<file path="config.mk">
export PLATFORM = sky130hd
export DESIGN_NAME = wcs_cordic_cell
export DESIGN_NICKNAME = d
export VERILOG_FILES = /design/src/hw/rtl/wcs_pkg.sv /design/src/hw/rtl/wcs_cordic_cell.sv
export SDC_FILE = /design/constraint.sdc
export NUM_CORES = 1
export LEC_CHECK = 0
export BUFFER_PORTS_ARGS = -buffer_cell sky130_fd_sc_hd__buf_4
export CAP_MARGIN = 20
export CORE_UTILIZATION = 46
export CTS_BUF_LIST = sky130_fd_sc_hd__clkbuf_8
export CTS_CLUSTER_DIAMETER = 40
export DETAILED_ROUTE_END_ITERATION = 16
export PLACE_DENSITY_LB_ADDON = 0.25
export SYNTH_ARGS = -nofsm -noshare
export SYNTH_HDL_FRONTEND = slang
export SYNTH_SLANG_ARGS = --single-unit
</file>
<file path="constraint.sdc">
create_clock -name clk -period 4.7 [get_ports clk]
set_clock_uncertainty 0.1 [all_clocks]
set_input_delay 0.235 -clock clk [delete_from_list [all_inputs] [get_ports clk]]
set_output_delay 0.235 -clock clk [all_outputs]
set_load 0.01 [all_outputs]
</file>
<file path="src/hw/rtl/wcs_pkg.sv">
// ---------------------------------------------------------------------------
// wcs_pkg: wall column span setup shared types and constants
// Projection constants, cordic angle table and the beat structs that travel
// down the cell chain.
// ---------------------------------------------------------------------------
package wcs_pkg;

  localparam int SCREEN_HEIGHT = 512;
  localparam int TILE_SIZE     = 64;
  localparam int TEXTURE_WIDTH = 64;

  localparam longint PROJ  = longint'(TILE_SIZE) * longint'(SCREEN_HEIGHT);
  localparam longint FULL  = longint'(SCREEN_HEIGHT) * 256;
  localparam longint NUM   = PROJ * 65536;
  localparam int     NUM_W = $clog2(NUM + 1);
  localparam longint U_DIV = longint'(TILE_SIZE) * 256;

  localparam int CORDIC_STEPS = 14;
  localparam int CORDIC_X0    = 39797;
  localparam int ATAN_W       = 17;

  localparam logic [ATAN_W-1:0] ATAN_STEPS [CORDIC_STEPS] = '{
    17'd8192, 17'd4836, 17'd2555, 17'd1297, 17'd651, 17'd326, 17'd163,
    17'd81, 17'd41, 17'd20, 17'd10, 17'd5, 17'd3, 17'd1
  };

  localparam logic [23:0] STEP_MAX  = 24'hFFFFFF;
  localparam logic [21:0] START_MAX = 22'h3FFFFF;

  typedef logic signed [19:0] cval_t;
  typedef logic signed [16:0] zval_t;

  // per-ray fields that ride alongside the arithmetic
  typedef struct packed {
    logic       valid;
    logic [9:0] column;
    logic [1:0] face;
    logic [5:0] u;
  } side_t;

  typedef struct packed {
    side_t       side;
    logic [23:0] len;
    logic        zero;
    cval_t       x;
    cval_t       y;
    zval_t       z;
  } cord_t;

  typedef struct packed {
    side_t            side;
    logic [23:0]      ray_dist;
    logic [23:0]      step;
    logic [23:0]      rem;
    logic [NUM_W-1:0] quo;
  } div_t;

endpackage

</file>
<file path="src/hw/rtl/wcs_cordic_cell.sv">
// ---------------------------------------------------------------------------
// wcs_cordic_cell: one rotation step of the cosine cordic
// Rotates x/y by the fixed angle of its step and registers the beat.
// ---------------------------------------------------------------------------
module wcs_cordic_cell #(
  parameter int STEP = 0
) (
  input  logic          clk,
  input  logic          rst_n,
  input  wcs_pkg::cord_t d_in,
  output wcs_pkg::cord_t d_out
);
  import wcs_pkg::*;

  cord_t d_r, d_nxt;
  cval_t xs, ys;

  always_comb begin
    xs    = d_in.x >>> STEP;
    ys    = d_in.y >>> STEP;
    d_nxt = d_in;
    if (!d_in.z[ATAN_W-1]) begin
      d_nxt.x = d_in.x - ys;
      d_nxt.y = d_in.y + xs;
      d_nxt.z = d_in.z - zval_t'(ATAN_STEPS[STEP]);
    end else begin
      d_nxt.x = d_in.x + ys;
      d_nxt.y = d_in.y - xs;
      d_nxt.z = d_in.z + zval_t'(ATAN_STEPS[STEP]);
    end
  end

  always_ff @(posedge clk) begin
    if (!rst_n) begin
      d_r.side.valid <= 1'b0;
    end else begin
      d_r <= d_nxt;
    end
  end

  assign d_out = d_r;

endmodule

</file>
After elaboration in Yosys (flattened, before gate mapping)
Index checks and enable logic that the tools add are counted.
{"block": "classes", "mux": 1, "addsub": 5}
{"cell": "$mux W57", "count": 1}
{"cell": "$sub A20 B20 Y20", "count": 2}
{"cell": "$add A20 B20 Y20", "count": 1}
{"cell": "$add A17 B15 Y17 const B", "count": 1}
{"cell": "$sub A17 B15 Y17 const B", "count": 1}
{"block": "totals", "regBits": 101}

Depth between registers and ports, before layout
{"block": "depth", "ltp_word": 2, "depth_mapped": 10}

Worst setup path before layout
OpenSTA, ideal clock, no wires.
{"block": "synth_timing", "kind": "input to register", "from": "in d_in[17] (netlist name)", "to": "reg d_r, in the netlist d_out[49] (data pin)", "path_slack_ns": 2.212, "stages": 9, "setup_ns": 0.258, "arrival_time_ns": 2.130, "t_required_ns": 4.342, "cell_sequence": "ha_1 -> fa_1 -> nor2b_2 -> o21ai_4 -> a21oi_2 -> or3_1 -> o311a_1 -> a31o_1 -> xnor2_1"}
{"item": "start, declared", "line": "wcs_cordic_cell.sv:10", "rtl": "input wcs_pkg::cord_t d_in,"}
{"item": "end signal, assigned", "line": "wcs_cordic_cell.sv:37", "rtl": "d_r <= d_nxt;"}
{"item": "end, declared", "line": "wcs_cordic_cell.sv:15", "rtl": "cord_t d_r, d_nxt;"}

==> flow_summary.toml <==
[place]
preCtsSetupSlack_ns = 1.87
io_buffers = 203
numPlacedInstances = 931
dp_hpwl_mm = 13.1
gp_routability_congestion = 0.916

[drt]
detailedRoute.firstPassIterationCount = 5
vias = 5362
antenna_left = 0
drcViolationCount = 0
route.detailed.vias_per_inst = 5.34
wirelength_mm = 18.5
drt-wirelength-per-cell_um = 18.4
dr.first_iter.drc_count = 489

[critical_path]
critPathLaunchType = "input port"
worst_setup_path_end_kind = "register"
worstSetupPathType = "input port to register"
critPathMaxFanout = 11
critPathArrivalTime_ns = 2.49
worst_ep_required_time_ns = 4.72

[sta]
final_max_slew_viols = 0
layout_setup_ws_ns = 2.23
worst_pin_slew_ns = 0.932
fin_setup_tns_ns = 0
report.final.hold_viol_count = 0
fmaxAchievable_mhz = 405
final_period_minus_worst_setup_slack_ns = 2.47
timing.hold.ws_ns = 0.0641
rsz0062_at_grt = "false"
setup-violations-final = 0
relSlewSlack_pct = 37.8
final_min_period_over_clock_period_pct = 52.6

[clock_network]
tritoncts = "built"
numCtsBuffers = 9
cts_sink_count = 100
cts.root.buffer_cell = "sky130_fd_sc_hd__clkbuf_8"
clockBufferDepth = 2
h-tree-depth = 3
clk_pin_slew_ns = 0.10

[floorplanning]
die-area_um2 = 14100
rows = 42
initial_core_util_pct = 47.3
boundaryPins = 204
core_area_um2 = 13200
die-width_um = 119
chipHeight_um = 119

[global_routing]
grt_first_pass_wirelength_mm = 28.9
vias_in_the_first_global_route = 5218
grt_remaining_overflow = 0
top_usage_layer_grt = "met2"
track_usage_pct = 26.6
grtUsageMet1_pct = 35.0
grt_start_max_net_pins = 58
number_of_antenna_violations_at_the_first_check_in_global_routing = 0
groute.layer.met3.usage_pct = 4.78
met2_usage_pct = 45.2

[synthesis]
netlist_instances = 577
synth_top_flop_cell = "sky130_fd_sc_hd__edfxtp_1"
post_synth.cell_area_avg_um2 = 10.9
synth_seq_cells = 100
synth_cell_types = 67
netlist_area_um2 = 6260
share_of_flip_flops_with_an_asynchronous_set_or_reset_after_synthesis_pct = 0
synth-edff-count = 99
synth_nets = 743
synthesis.yosys.warnings = 0
ys_seq_area_share_pct = 47.8

[pwr]
pwr_density_cell_nw_per_um2 = 284
power.static_leakage_uw = 0.00383
irDropWorstVdd_uv = 129

[finish]
area.growth.synth_to_final_pct = 37.8
nets = 989
finish.cell_count_without_fillers = 1004
final_layout_size_suffix_gt1_share_pct = 28.4
largest_reg_flops = 100
final_common_cell = "sky130_fd_sc_hd__buf_4"
antennaDiodeCount = 0
mostFrequentLayoutCells = "sky130_fd_sc_hd__buf_4 (204), sky130_fd_sc_hd__edfxtp_1 (99), sky130_fd_sc_hd__inv_1 (63)"

[hold_path]
worst_hold_path_type = "input port to register"

[status]
run_status = "finished clean"

[run]
timing.max_cap.violations = 0
==> layer usage <==
metal	vias up	routed length, um
met1	2590	8070
met3	21	1170
li1	2561	-
met2	190	8980
met5	-	0
met4	0	243
==> critical path, cell delays in order <==
cell                       delay [ns]
sky130_fd_sc_hd__buf_4           0.09
sky130_fd_sc_hd__inv_1           0.04
sky130_fd_sc_hd__ha_1            0.45
sky130_fd_sc_hd__nor2_1          0.29
sky130_fd_sc_hd__o211ai_1        0.19
sky130_fd_sc_hd__nand3_1         0.24
sky130_fd_sc_hd__a31oi_2         0.18
sky130_fd_sc_hd__o31ai_1         0.44
sky130_fd_sc_hd__a21oi_1         0.15
sky130_fd_sc_hd__xor2_1          0.17
==> kinds of logic after synthesis <==
group                    share of synthesized area (%)
buffers and inverters                             6.08
AO/OA/AOI/OAI                                     18.5
flip-flops                                        47.8
XOR/XNOR                                          5.18
multiplexers                                     0.480
AND/OR/NAND/NOR                                   8.91
adder cells (fa/ha/maj)                           13.1
==> final cells by class <==
class                      count  area, um2
multi-input combinational    388       2890
tap                          176        220
clock inverter                 7       67.6
sequential                   100       2990
clock buffer                   9        124
fill                        1071       4610
timing repair buffer         261       2100
inverter                      63        236
==> where the power goes <==
group          switching (uW)  internal (uW)  total, uW
logic                     412            363        775
registers                35.0           1110       1140
clock network             328            207        534
==> through the flow <==
step	utilization, %	area [um2]	power (uW)
floorplan	-	6260	1540
global placement	59.4	7870	1870
detailed placement	59.4	7870	1880
CTS	65.2	8630	2450
global route	65.2	8630	2560
finish	65.2	8630	2450
==> synth_stat cells, drive strengths merged, types with 5 or more instances <==
master  number  area, um2
xor2         8       70.1
buf         16        106
o21bai      12       90.1
a31oi        9       62.6
a21o        14        113
a211oi       6       55.1
ha          59        738
nand2b       5       31.3
a21oi       56        295
nand3        8       40.0
clkbuf      10       37.5
nand2       26       97.6
o211ai       5       37.5
nor2        34        135
nor3        10       71.3
xnor2       29        254
o22ai        5       31.3
inv         63        236
edfxtp      99       2970
nor2b       10       65.1
o21ai       36        191
==> final timing paths <==
path | startpoint | endpoint | slack, ns | cells after the start
max | d_in[20] | d_out[48] | 2.23 | 10
min | d_in[13] | d_out[13] | 0.06 | 2
==> what timing repair did <==
| item | CTS | global route |
|---|---|---|
| resized for setup | 0 | 0 |
| hold buffers | 57 | 0 |
| endpoints found under the hold margin | 57 | 0 |
| buffers inserted | 0 | 0 |
| endpoints found under the setup margin | 0 | 0 |
Power figures use the tool's default switching activity.
