[config.mk]
export PLATFORM = sky130hd
export DESIGN_NAME = wcs_div_cell
export DESIGN_NICKNAME = d
export VERILOG_FILES = /design/src/hw/rtl/wcs_pkg.sv /design/src/hw/rtl/wcs_div_cell.sv
export SDC_FILE = /design/constraint.sdc
export NUM_CORES = 1
export LEC_CHECK = 0
export ABC_AREA = 1
export BUFFER_PORTS_ARGS = -buffer_cell sky130_fd_sc_hd__clkbuf_2
export CAP_MARGIN = 25
export CORE_AREA = 3 3 120 122
export CTS_BUF_LIST = sky130_fd_sc_hd__clkbuf_8 sky130_fd_sc_hd__clkbuf_16
export CTS_CLUSTER_DIAMETER = 100
export DETAILED_ROUTE_END_ITERATION = 8
export DIE_AREA = 0 0 123 125
export PLACE_DENSITY = 0.82
export SLEW_MARGIN = 20
export SYNTH_ARGS = -nofsm -noshare
export SYNTH_HDL_FRONTEND = slang
export SYNTH_SLANG_ARGS = --single-unit
[constraint.sdc]
create_clock -name clk -period 5.15 [get_ports clk]
set_input_delay 1.2875 -clock clk [delete_from_list [all_inputs] [get_ports clk]]
set_output_delay 1.2875 -clock clk [all_outputs]
set_load 0.1 [all_outputs]
[src/hw/rtl/wcs_pkg.sv]
// ---------------------------------------------------------------------------
// wcs_pkg: wall column span setup shared types and constants
// Projection constants, cordic angle table and the beat structs that travel
// down the cell chain.
// ---------------------------------------------------------------------------
package wcs_pkg;

  localparam int SCREEN_HEIGHT = 512;
  localparam int TILE_SIZE     = 64;
  localparam int TEXTURE_WIDTH = 64;

  localparam longint PROJ  = longint'(TILE_SIZE) * longint'(SCREEN_HEIGHT);
  localparam longint FULL  = longint'(SCREEN_HEIGHT) * 256;
  localparam longint NUM   = PROJ * 65536;
  localparam int     NUM_W = $clog2(NUM + 1);
  localparam longint U_DIV = longint'(TILE_SIZE) * 256;

  localparam int CORDIC_STEPS = 14;
  localparam int CORDIC_X0    = 39797;
  localparam int ATAN_W       = 17;

  localparam logic [ATAN_W-1:0] ATAN_STEPS [CORDIC_STEPS] = '{
    17'd8192, 17'd4836, 17'd2555, 17'd1297, 17'd651, 17'd326, 17'd163,
    17'd81, 17'd41, 17'd20, 17'd10, 17'd5, 17'd3, 17'd1
  };

  localparam logic [23:0] STEP_MAX  = 24'hFFFFFF;
  localparam logic [21:0] START_MAX = 22'h3FFFFF;

  typedef logic signed [19:0] cval_t;
  typedef logic signed [16:0] zval_t;

  // per-ray fields that ride alongside the arithmetic
  typedef struct packed {
    logic       valid;
    logic [9:0] column;
    logic [1:0] face;
    logic [5:0] u;
  } side_t;

  typedef struct packed {
    side_t       side;
    logic [23:0] len;
    logic        zero;
    cval_t       x;
    cval_t       y;
    zval_t       z;
  } cord_t;

  typedef struct packed {
    side_t            side;
    logic [23:0]      ray_dist;
    logic [23:0]      step;
    logic [23:0]      rem;
    logic [NUM_W-1:0] quo;
  } div_t;

endpackage

[src/hw/rtl/wcs_div_cell.sv]
// ---------------------------------------------------------------------------
// wcs_div_cell: one restoring step of the height divider
// Brings down one bit of the constant numerator and produces one quotient bit.
// ---------------------------------------------------------------------------
module wcs_div_cell #(
  parameter int BIT = 0
) (
  input  logic         clk,
  input  logic         rst_n,
  input  wcs_pkg::div_t d_in,
  output wcs_pkg::div_t d_out
);
  import wcs_pkg::*;

  localparam logic [NUM_W-1:0] NUM_V = NUM_W'(NUM);

  div_t        d_r, d_nxt;
  logic [24:0] r_sh;
  logic [24:0] r_sub;
  logic        fits;

  always_comb begin
    r_sh  = {d_in.rem, NUM_V[BIT]};
    r_sub = r_sh - {1'b0, d_in.ray_dist};
    fits  = (r_sh >= {1'b0, d_in.ray_dist});
    d_nxt = d_in;
    d_nxt.rem = fits ? r_sub[23:0] : r_sh[23:0];
    d_nxt.quo = {d_in.quo[NUM_W-2:0], fits};
  end

  always_ff @(posedge clk) begin
    if (!rst_n) begin
      d_r.side.valid <= 1'b0;
    end else begin
      d_r <= d_nxt;
    end
  end

  assign d_out = d_r;

endmodule

## After elaboration in Yosys (flattened, before gate mapping)

Index checks and enable logic that the tools add are counted.

- Flip-flop bits (word level): 123
- Input bits: 125
- Output and inout bits: 123
- Word-level logic and storage cells: 12

- Add/sub/neg operators: 1
- Order comparisons: 1
- Muxes and demuxes: 1

Operator list:

| kind | count |
|---|---|
| $ge 25x24->1 | 1 |
| $mux 24 | 1 |
| $sub 24x24->24 | 1 |

## Logic depth before layout (Yosys ltp)

Gate-level depths: netlist (run 1).

- Word-level depth: 2
- Mapped depth: 14
- Depth with buffers taken out: 14

## Worst setup path before layout (run 1)

Ideal clock, no wire load.

- Path type: input to register
- From: input d_in[100] in the netlist's numbering
- To: register d_r (netlist bit d_out[50]), data pin
- Library setup time: 0.253 ns
- Data arrival time: 2.598 ns
- Data required time: 4.897 ns
- Slack: 2.299 ns
- Stages on the path: 10
- Buffers on the path: 1
- Cell sequence: inv_1 ha_1 nand2_1 nor2_1 and2_2 a21oi_4 nand3_4 buf_6 nand2_1 nand2_1

RTL lines:

| element | line | text |
|---|---|---|
| start: declaration | wcs_div_cell.sv:10 | `input wcs_pkg::div_t d_in,` |
| end signal: assignment | wcs_div_cell.sv:35 | `d_r <= d_nxt;` |
| end: declaration | wcs_div_cell.sv:17 | `div_t d_r, d_nxt;` |

==> flow_summary.yaml, run 1 <==
synth:
  synth-async-reset-ratio: 0
  synth_cell_types: 27
  synthTopCellsByArea: "edfxtp_1, nand2_1, inv_1"
  synthesis.nets: 756
  synthTopCellsByCount: "nand2_1, edfxtp_1, inv_1, nand4_1, nor2_1"
  synthCells: 606
  ys_seq_area_frac: 0.612
  ys.warnings.count: 0
  yosysMostFrequentCell: "nand2_1"
  yosysTopAreaCellShare: 0.609
  syn_avg_cell_area_sq_um: 9.93
  synth_largest_area_cell: "edfxtp_1"
  synth-edff-count: 122
  synth_area_sq_mm: 0.00602
  synth_ff_type: "edfxtp_1"
  ys_seq_elements: 123
final_layout:
  antennaDiodeCount: 0
  fin_cells: 1054
  final_net_count: 1015
  drive_gt1_frac: 0.339
  syn2layout_area_growth_pct: 32.9
  largest_register_ffs: 123
  fill_cells: 1136
cts:
  clockRootBuffer: "clkbuf_16"
  clock_sinks: 123
  post-cts-setup-buffer-count: 0
  cts_buffers: 17
  cts_buffer_depth: 2
  path_clk_slew_ns: 0.06
  ctsResizeCount: 0
  h-tree-depth: 4
  ctsHoldBuffers: 0
  cts_tree: "built"
place:
  dpl.hpwl_microns: 13200
  numPortBuffers: 246
  dp_cells: 1022
  gp_congestion: 0.929
pwr:
  ir_drop_mv: 0.172
  swShare: 0.400
  p_sw_mw: 1.36
  intPower_mw: 2.05
  leakagePower_nw: 4.12
  power_frac_clock: 0.321
  power.share.sequential: 0.362
  p_comb_frac: 0.317
  p_per_area_mw_per_mm2: 427
timing:
  setup_viol: 0
  fin_setup_tns_ns: 0
  max_freq_mhz: 306
  period_minus_slack_ns: 3.27
  finalHoldViolCount: 0
  slew_viol_final: 0
  grt_setup_unrepaired: "no"
  fin_crit_sh: 0.635
  worstMarginPinSlew_ns: 0.691
  slew-limit-headroom: 0.539
job:
  drv_cap: 0
global_routing:
  grt_pass1_wl_microns: 25300
  grt_pass1_vias: 4817
  grt_max_degree: 71
  antenna_found_initial: 0
  overflow: 0
  track_usage: 0.217
run_status:
  status: "finished, final reports clean"
die:
  rows: 42
  coreArea_sq_mm: 0.0133
  initial_core_util: 0.452
  io_pins: 248
  fp.dieW_microns: 123
  fp.dieH_microns: 125
  dieArea_sq_mm: 0.0154
drt:
  dr.pass1.iters: 5
  drt_iter0_markers: 350
  num_vias: 4917
  routed_wl_microns: 16700
  routed_via_density: 4.67
  ant_nets: 0
  wl_per_cell_microns: 15.9
  drc: 0
worst_setup_path:
  critPathLaunchType: "primary input"
  worst_setup_path_end_kind: "register"
  worstPathMaxFanout: 25
  worstPathRequired_ns: 5.43
  cp_data_arrival_time_ns: 3.55
  path_class: "in -> reg"
worst_hold_path:
  min_path_type: "in -> reg"
## layout make-up
type | count | area (sq um) | share of cell area
Timing Repair Buffer | 248 | 1260 | 0.158
Tap cell | 176 | 220 | 0.0275
Multi-Input combinational cell | 359 | 1840 | 0.231
Clock buffer | 17 | 425 | 0.0532
Sequential cell | 123 | 3680 | 0.461
Inverter | 116 | 435 | 0.0545
Clock inverter | 15 | 125 | 0.0156
## per-layer routing
| metal | wire (microns) | vias up | part of all wire | global-route usage |
|---|---|---|---|---|
| met5 | 0 | - | 0 | 0 |
| met2 | 8680 | 180 | 0.52 | 0.382 |
| met1 | 6400 | 2228 | 0.38 | 0.246 |
| met3 | 1360 | 18 | 0.082 | 0.0763 |
| met4 | 274 | 0 | 0.016 | 0.0632 |
| li1 | - | 2491 | - | - |
## worst max-delay path, cell delays in order
cell	delay (ns)
clkbuf_2	0.09
inv_1	0.04
ha_1	0.37
nand2_2	0.11
nor2_2	0.19
nand4_1	0.10
nor2_1	0.15
nand3_2	0.49
nand3_4	0.52
nand2_1	0.12
nand2_1	0.07
## cell families after synthesis
| group | synth area share |
|---|---|
| AOI/OAI and AO/OA | 0.0123 |
| and+or+nand+nor | 0.226 |
| xor gates and xnor gates | 0.0146 |
| adders and majority gates | 0.0532 |
| DFF | 0.612 |
| buffers and inverters | 0.0811 |
## final timing paths
path              startpoint         to  cells past startpoint
setup / recovery    d_in[96]  d_out[42]                     11
hold / removal       d_in[5]   d_out[6]                      1
## metrics by stage
step | utilization | setup slack (ns) | hold slack (ns) | cell area (sq um) | total power, mW
2_1_floorplan | - | 2.30 | 1.38 | 6020 | 2.12
3_3_place_gp | 0.560 | 1.50 | 1.46 | 7440 | 2.32
3_5_place_dp | 0.560 | 1.45 | 1.47 | 7440 | 2.34
4_1_cts | 0.601 | 1.88 | 1.03 | 8000 | 3.44
5_1_grt | 0.601 | 1.61 | 1.03 | 8000 | 3.54
6_report | 0.601 | 1.88 | 1.05 | 8000 | 3.41
## placed cells by master, fill, tap and decap left out, drive strengths merged
cell type	netlist	layout
clkbuf	0	262
nand2	219	219
edfxtp	122	122
inv	115	119
nand4	30	30
nor2	29	29
nand3	28	28
ha	24	24
a21oi	11	11
xor2	9	9
clkinv	1	8
clkinvlp	0	3
nor3	3	3
buf	8	3
and2	1	1
o21a	1	1
nor3b	1	1
nand3b	1	1
xnor2	1	1
fa	1	1
bufinv	0	1
dfxtp	1	1
## power groups by stage
stage | clock (mW) | sequential (mW) | combinational [mW]
final | 1.10 | 1.23 | 1.08
after global placement | 0 | 1.25 | 1.07
after global routing | 1.16 | 1.24 | 1.14
after CTS | 1.12 | 1.24 | 1.08
after detailed placement | 0 | 1.26 | 1.08
after floorplan | 0 | 1.92 | 0.204
Note: power is estimated with default switching activity, not from simulation.
==> run 2, diff against run 1 <==
--- a/config.mk
+++ b/config.mk
@@ -5,14 +5,14 @@
 export SDC_FILE = /design/constraint.sdc
 export NUM_CORES = 1
 export LEC_CHECK = 0
-export ABC_AREA = 1
+export ABC_AREA = 0
 export BUFFER_PORTS_ARGS = -buffer_cell sky130_fd_sc_hd__clkbuf_2
 export CAP_MARGIN = 25
-export CORE_AREA = 3 3 120 122
+export CORE_AREA = 3 3 119 121
 export CTS_BUF_LIST = sky130_fd_sc_hd__clkbuf_8 sky130_fd_sc_hd__clkbuf_16
 export CTS_CLUSTER_DIAMETER = 100
 export DETAILED_ROUTE_END_ITERATION = 8
-export DIE_AREA = 0 0 123 125
+export DIE_AREA = 0 0 122 124
 export PLACE_DENSITY = 0.82
 export SLEW_MARGIN = 20
 export SYNTH_ARGS = -nofsm -noshare
==> constraint.sdc (replaced) <==
create_clock -name clk -period 2.8 [get_ports clk]
set_input_delay 0.7 -clock clk [delete_from_list [all_inputs] [get_ports clk]]
set_output_delay 0.7 -clock clk [all_outputs]
set_load 0.1 [all_outputs]
==> run 2 against run 1 <==
Area after synthesis shrank 6.3%. Clock power up 110%. Non-clock buffer count is 63 higher. Via count decreased by 8.6%. Cell count decreased by 14%. Sequential power is 86% higher. Routed wire length decreased by 2.7%. Critical endpoint is now d_out[39]. Hold slack got worse by 0.59 ns. Largest power group unchanged. Count of clock-buffer cells in the layout grew 2.
==> flow_summary.yaml, run 2 <==
worst_setup_path:
  cp_data_arrival_time_ns: 2.75
  worstPathMaxFanout: 15
  worstPathRequired_ns: 2.97
  critPathBufInv: 3
  path_class: "in -> reg"
  crit_chain: "clkbuf_2 -> inv_1 -> ha_1 -> nand4_2 -> nor4_2 -> a311oi_1 -> nand2_1 -> o21ai_4 -> inv_6 -> mux2_4"
  crit_slowest_cell: "ha_1"
  worst_setup_path_end_kind: "register"
  crit_family: "simple AND/OR/NAND/NOR gates"
  cp_slowest_stage_delay_ns: 0.44
  critPathLaunchType: "primary input"
cts:
  cts_tree: "built"
  clockRootBuffer: "clkbuf_16"
  clock_sinks: 123
  path_clk_slew_ns: 0.06
  cts_buffers: 17
  cts_buffer_depth: 2
  ctsResizeCount: 0
  post-cts-setup-buffer-count: 0
  h-tree-depth: 4
  ctsHoldBuffers: 0
final_layout:
  final_cell_mix: "clkbuf_2, edfxtp_1, buf_4"
  post-route-cell-area_sq_mm: 0.00815
  antennaDiodeCount: 0
  multi_input_area_sq_mm: 0.00173
  final_net_count: 872
  register_area_sq_mm: 0.00368
  fill_cells: 1039
  drive_gt1_frac: 0.533
  fin_util: 0.618
  largest_register_ffs: 123
  syn2layout_area_growth_pct: 44.5
  final_common_cell: "clkbuf_2"
synth:
  synthTopCellsByArea: "edfxtp_1, ha_1, a21oi_2"
  synth-async-reset-ratio: 0
  yosysTopAreaCellShare: 0.650
  ys.warnings.count: 0
  ys_seq_elements: 123
  synth_area_sq_mm: 0.00564
  synthTopCellsByCount: "edfxtp_1, inv_1, ha_1, a21oi_1"
  yosysMostFrequentCell: "edfxtp_1"
  synthesis.nets: 549
  synthCells: 399
  synth_largest_area_cell: "edfxtp_1"
  synth-edff-count: 122
  ys_seq_area_frac: 0.653
  synth_cell_types: 60
  syn_avg_cell_area_sq_um: 14.1
  synth_ff_type: "edfxtp_1"
timing:
  period_minus_slack_ns: 2.58
  setup_viol: 0
  hold_slack_ns: 0.456
  worstMarginPinSlew_ns: 0.588
  max_freq_mhz: 387
  grt_setup_unrepaired: "no"
  fin_crit_sh: 0.922
  slew-limit-headroom: 0.610
  slew_viol_final: 0
  finalHoldViolCount: 0
global_routing:
  grt_pass1_wl_microns: 23500
  overflow: 0
  track_usage: 0.209
  grt_max_degree: 66
  grt_pass1_vias: 4527
  antenna_found_initial: 0
die:
  fp.dieW_microns: 122
  dieArea_sq_mm: 0.0151
  io_pins: 248
  coreArea_sq_mm: 0.0132
  initial_core_util: 0.427
  rows: 42
  fp.dieH_microns: 124
pwr:
  ir_drop_mv: 0.337
  p_per_area_mw_per_mm2: 826
  leakagePower_nw: 3.68
run_status:
  status: "finished, final reports clean"
place:
  placed_area_sq_mm: 0.00753
  gp_congestion: 0.886
  dpl.hpwl_microns: 12500
  numPortBuffers: 246
drt:
  dr.pass1.iters: 4
  wl_per_cell_microns: 17.8
  drc: 0
  ant_nets: 0
  drt_iter0_markers: 288
  routed_wl_microns: 16300
  num_vias: 4493
  routed_via_density: 4.93
job:
  drv_cap: 0
worst_hold_path:
  min_path_type: "in -> reg"
## run 2: cell count changes after synthesis, sizes merged, moves of 6 or more
cell / previous run / this run
a21oi: 11 / 39
nand3: 28 / 6
o21ai: 0 / 21
xnor2: 1 / 7
nand2: 219 / 17
nand4: 30 / 6
o31ai: 0 / 7
inv: 115 / 37
## run 2: cell families (layout without fill, tap and decap cells)
logic type | count (synthesis) | after routing | share of synthesized area
muxes | 1 | 1 | 0.00266
and+or+nand+nor | 90 | 90 | 0.0890
adders and majority gates | 25 | 25 | 0.0568
AOI/OAI and AO/OA | 102 | 102 | 0.137
buffers and inverters | 44 | 380 | 0.0395
xor gates and xnor gates | 14 | 14 | 0.0217
DFF | 123 | 123 | 0.653
## run 2: final timing paths
kind                  startpoint         to  cells past startpoint
worst max-delay path    d_in[97]  d_out[39]                     10
worst min-delay path     d_in[8]   d_out[9]                      1
## run 2: layer usage
metal	global-route usage	vias to the layer above	wire (microns)
met5	0	-	0
met4	0.0868	0	458
met3	0.0758	32	1430
met2	0.373	188	8380
met1	0.225	2116	5980
li1	-	2157	-
## run 2: final cells by class
class	count	share of cell area
clock inverters	13	0.0206
clock buffers	19	0.0556
flip-flops and latches	123	0.452
inverters	37	0.0177
repair buffers	311	0.214
multi-input cells	232	0.213
well taps	176	0.0270
## run 2: where the power goes
part | internal, mW | switching [mW]
Sequential | 2.24 | 0.0518
Combinational | 0.456 | 1.72
Clock | 1.45 | 0.812
## run 2: through the flow
stage / TNS [ns] / total power, mW / setup WS (ns) / cells
after floorplan: 0 / 4.00 / 0.126 / 399
after global placement: -3.40 / 4.47 / -0.197 / 879
after detailed placement: -3.41 / 4.50 / -0.212 / 879
after CTS: 0 / 6.77 / 0.217 / 911
after global routing: 0 / 6.96 / 0.0897 / 911
final: 0 / 6.73 / 0.218 / 911
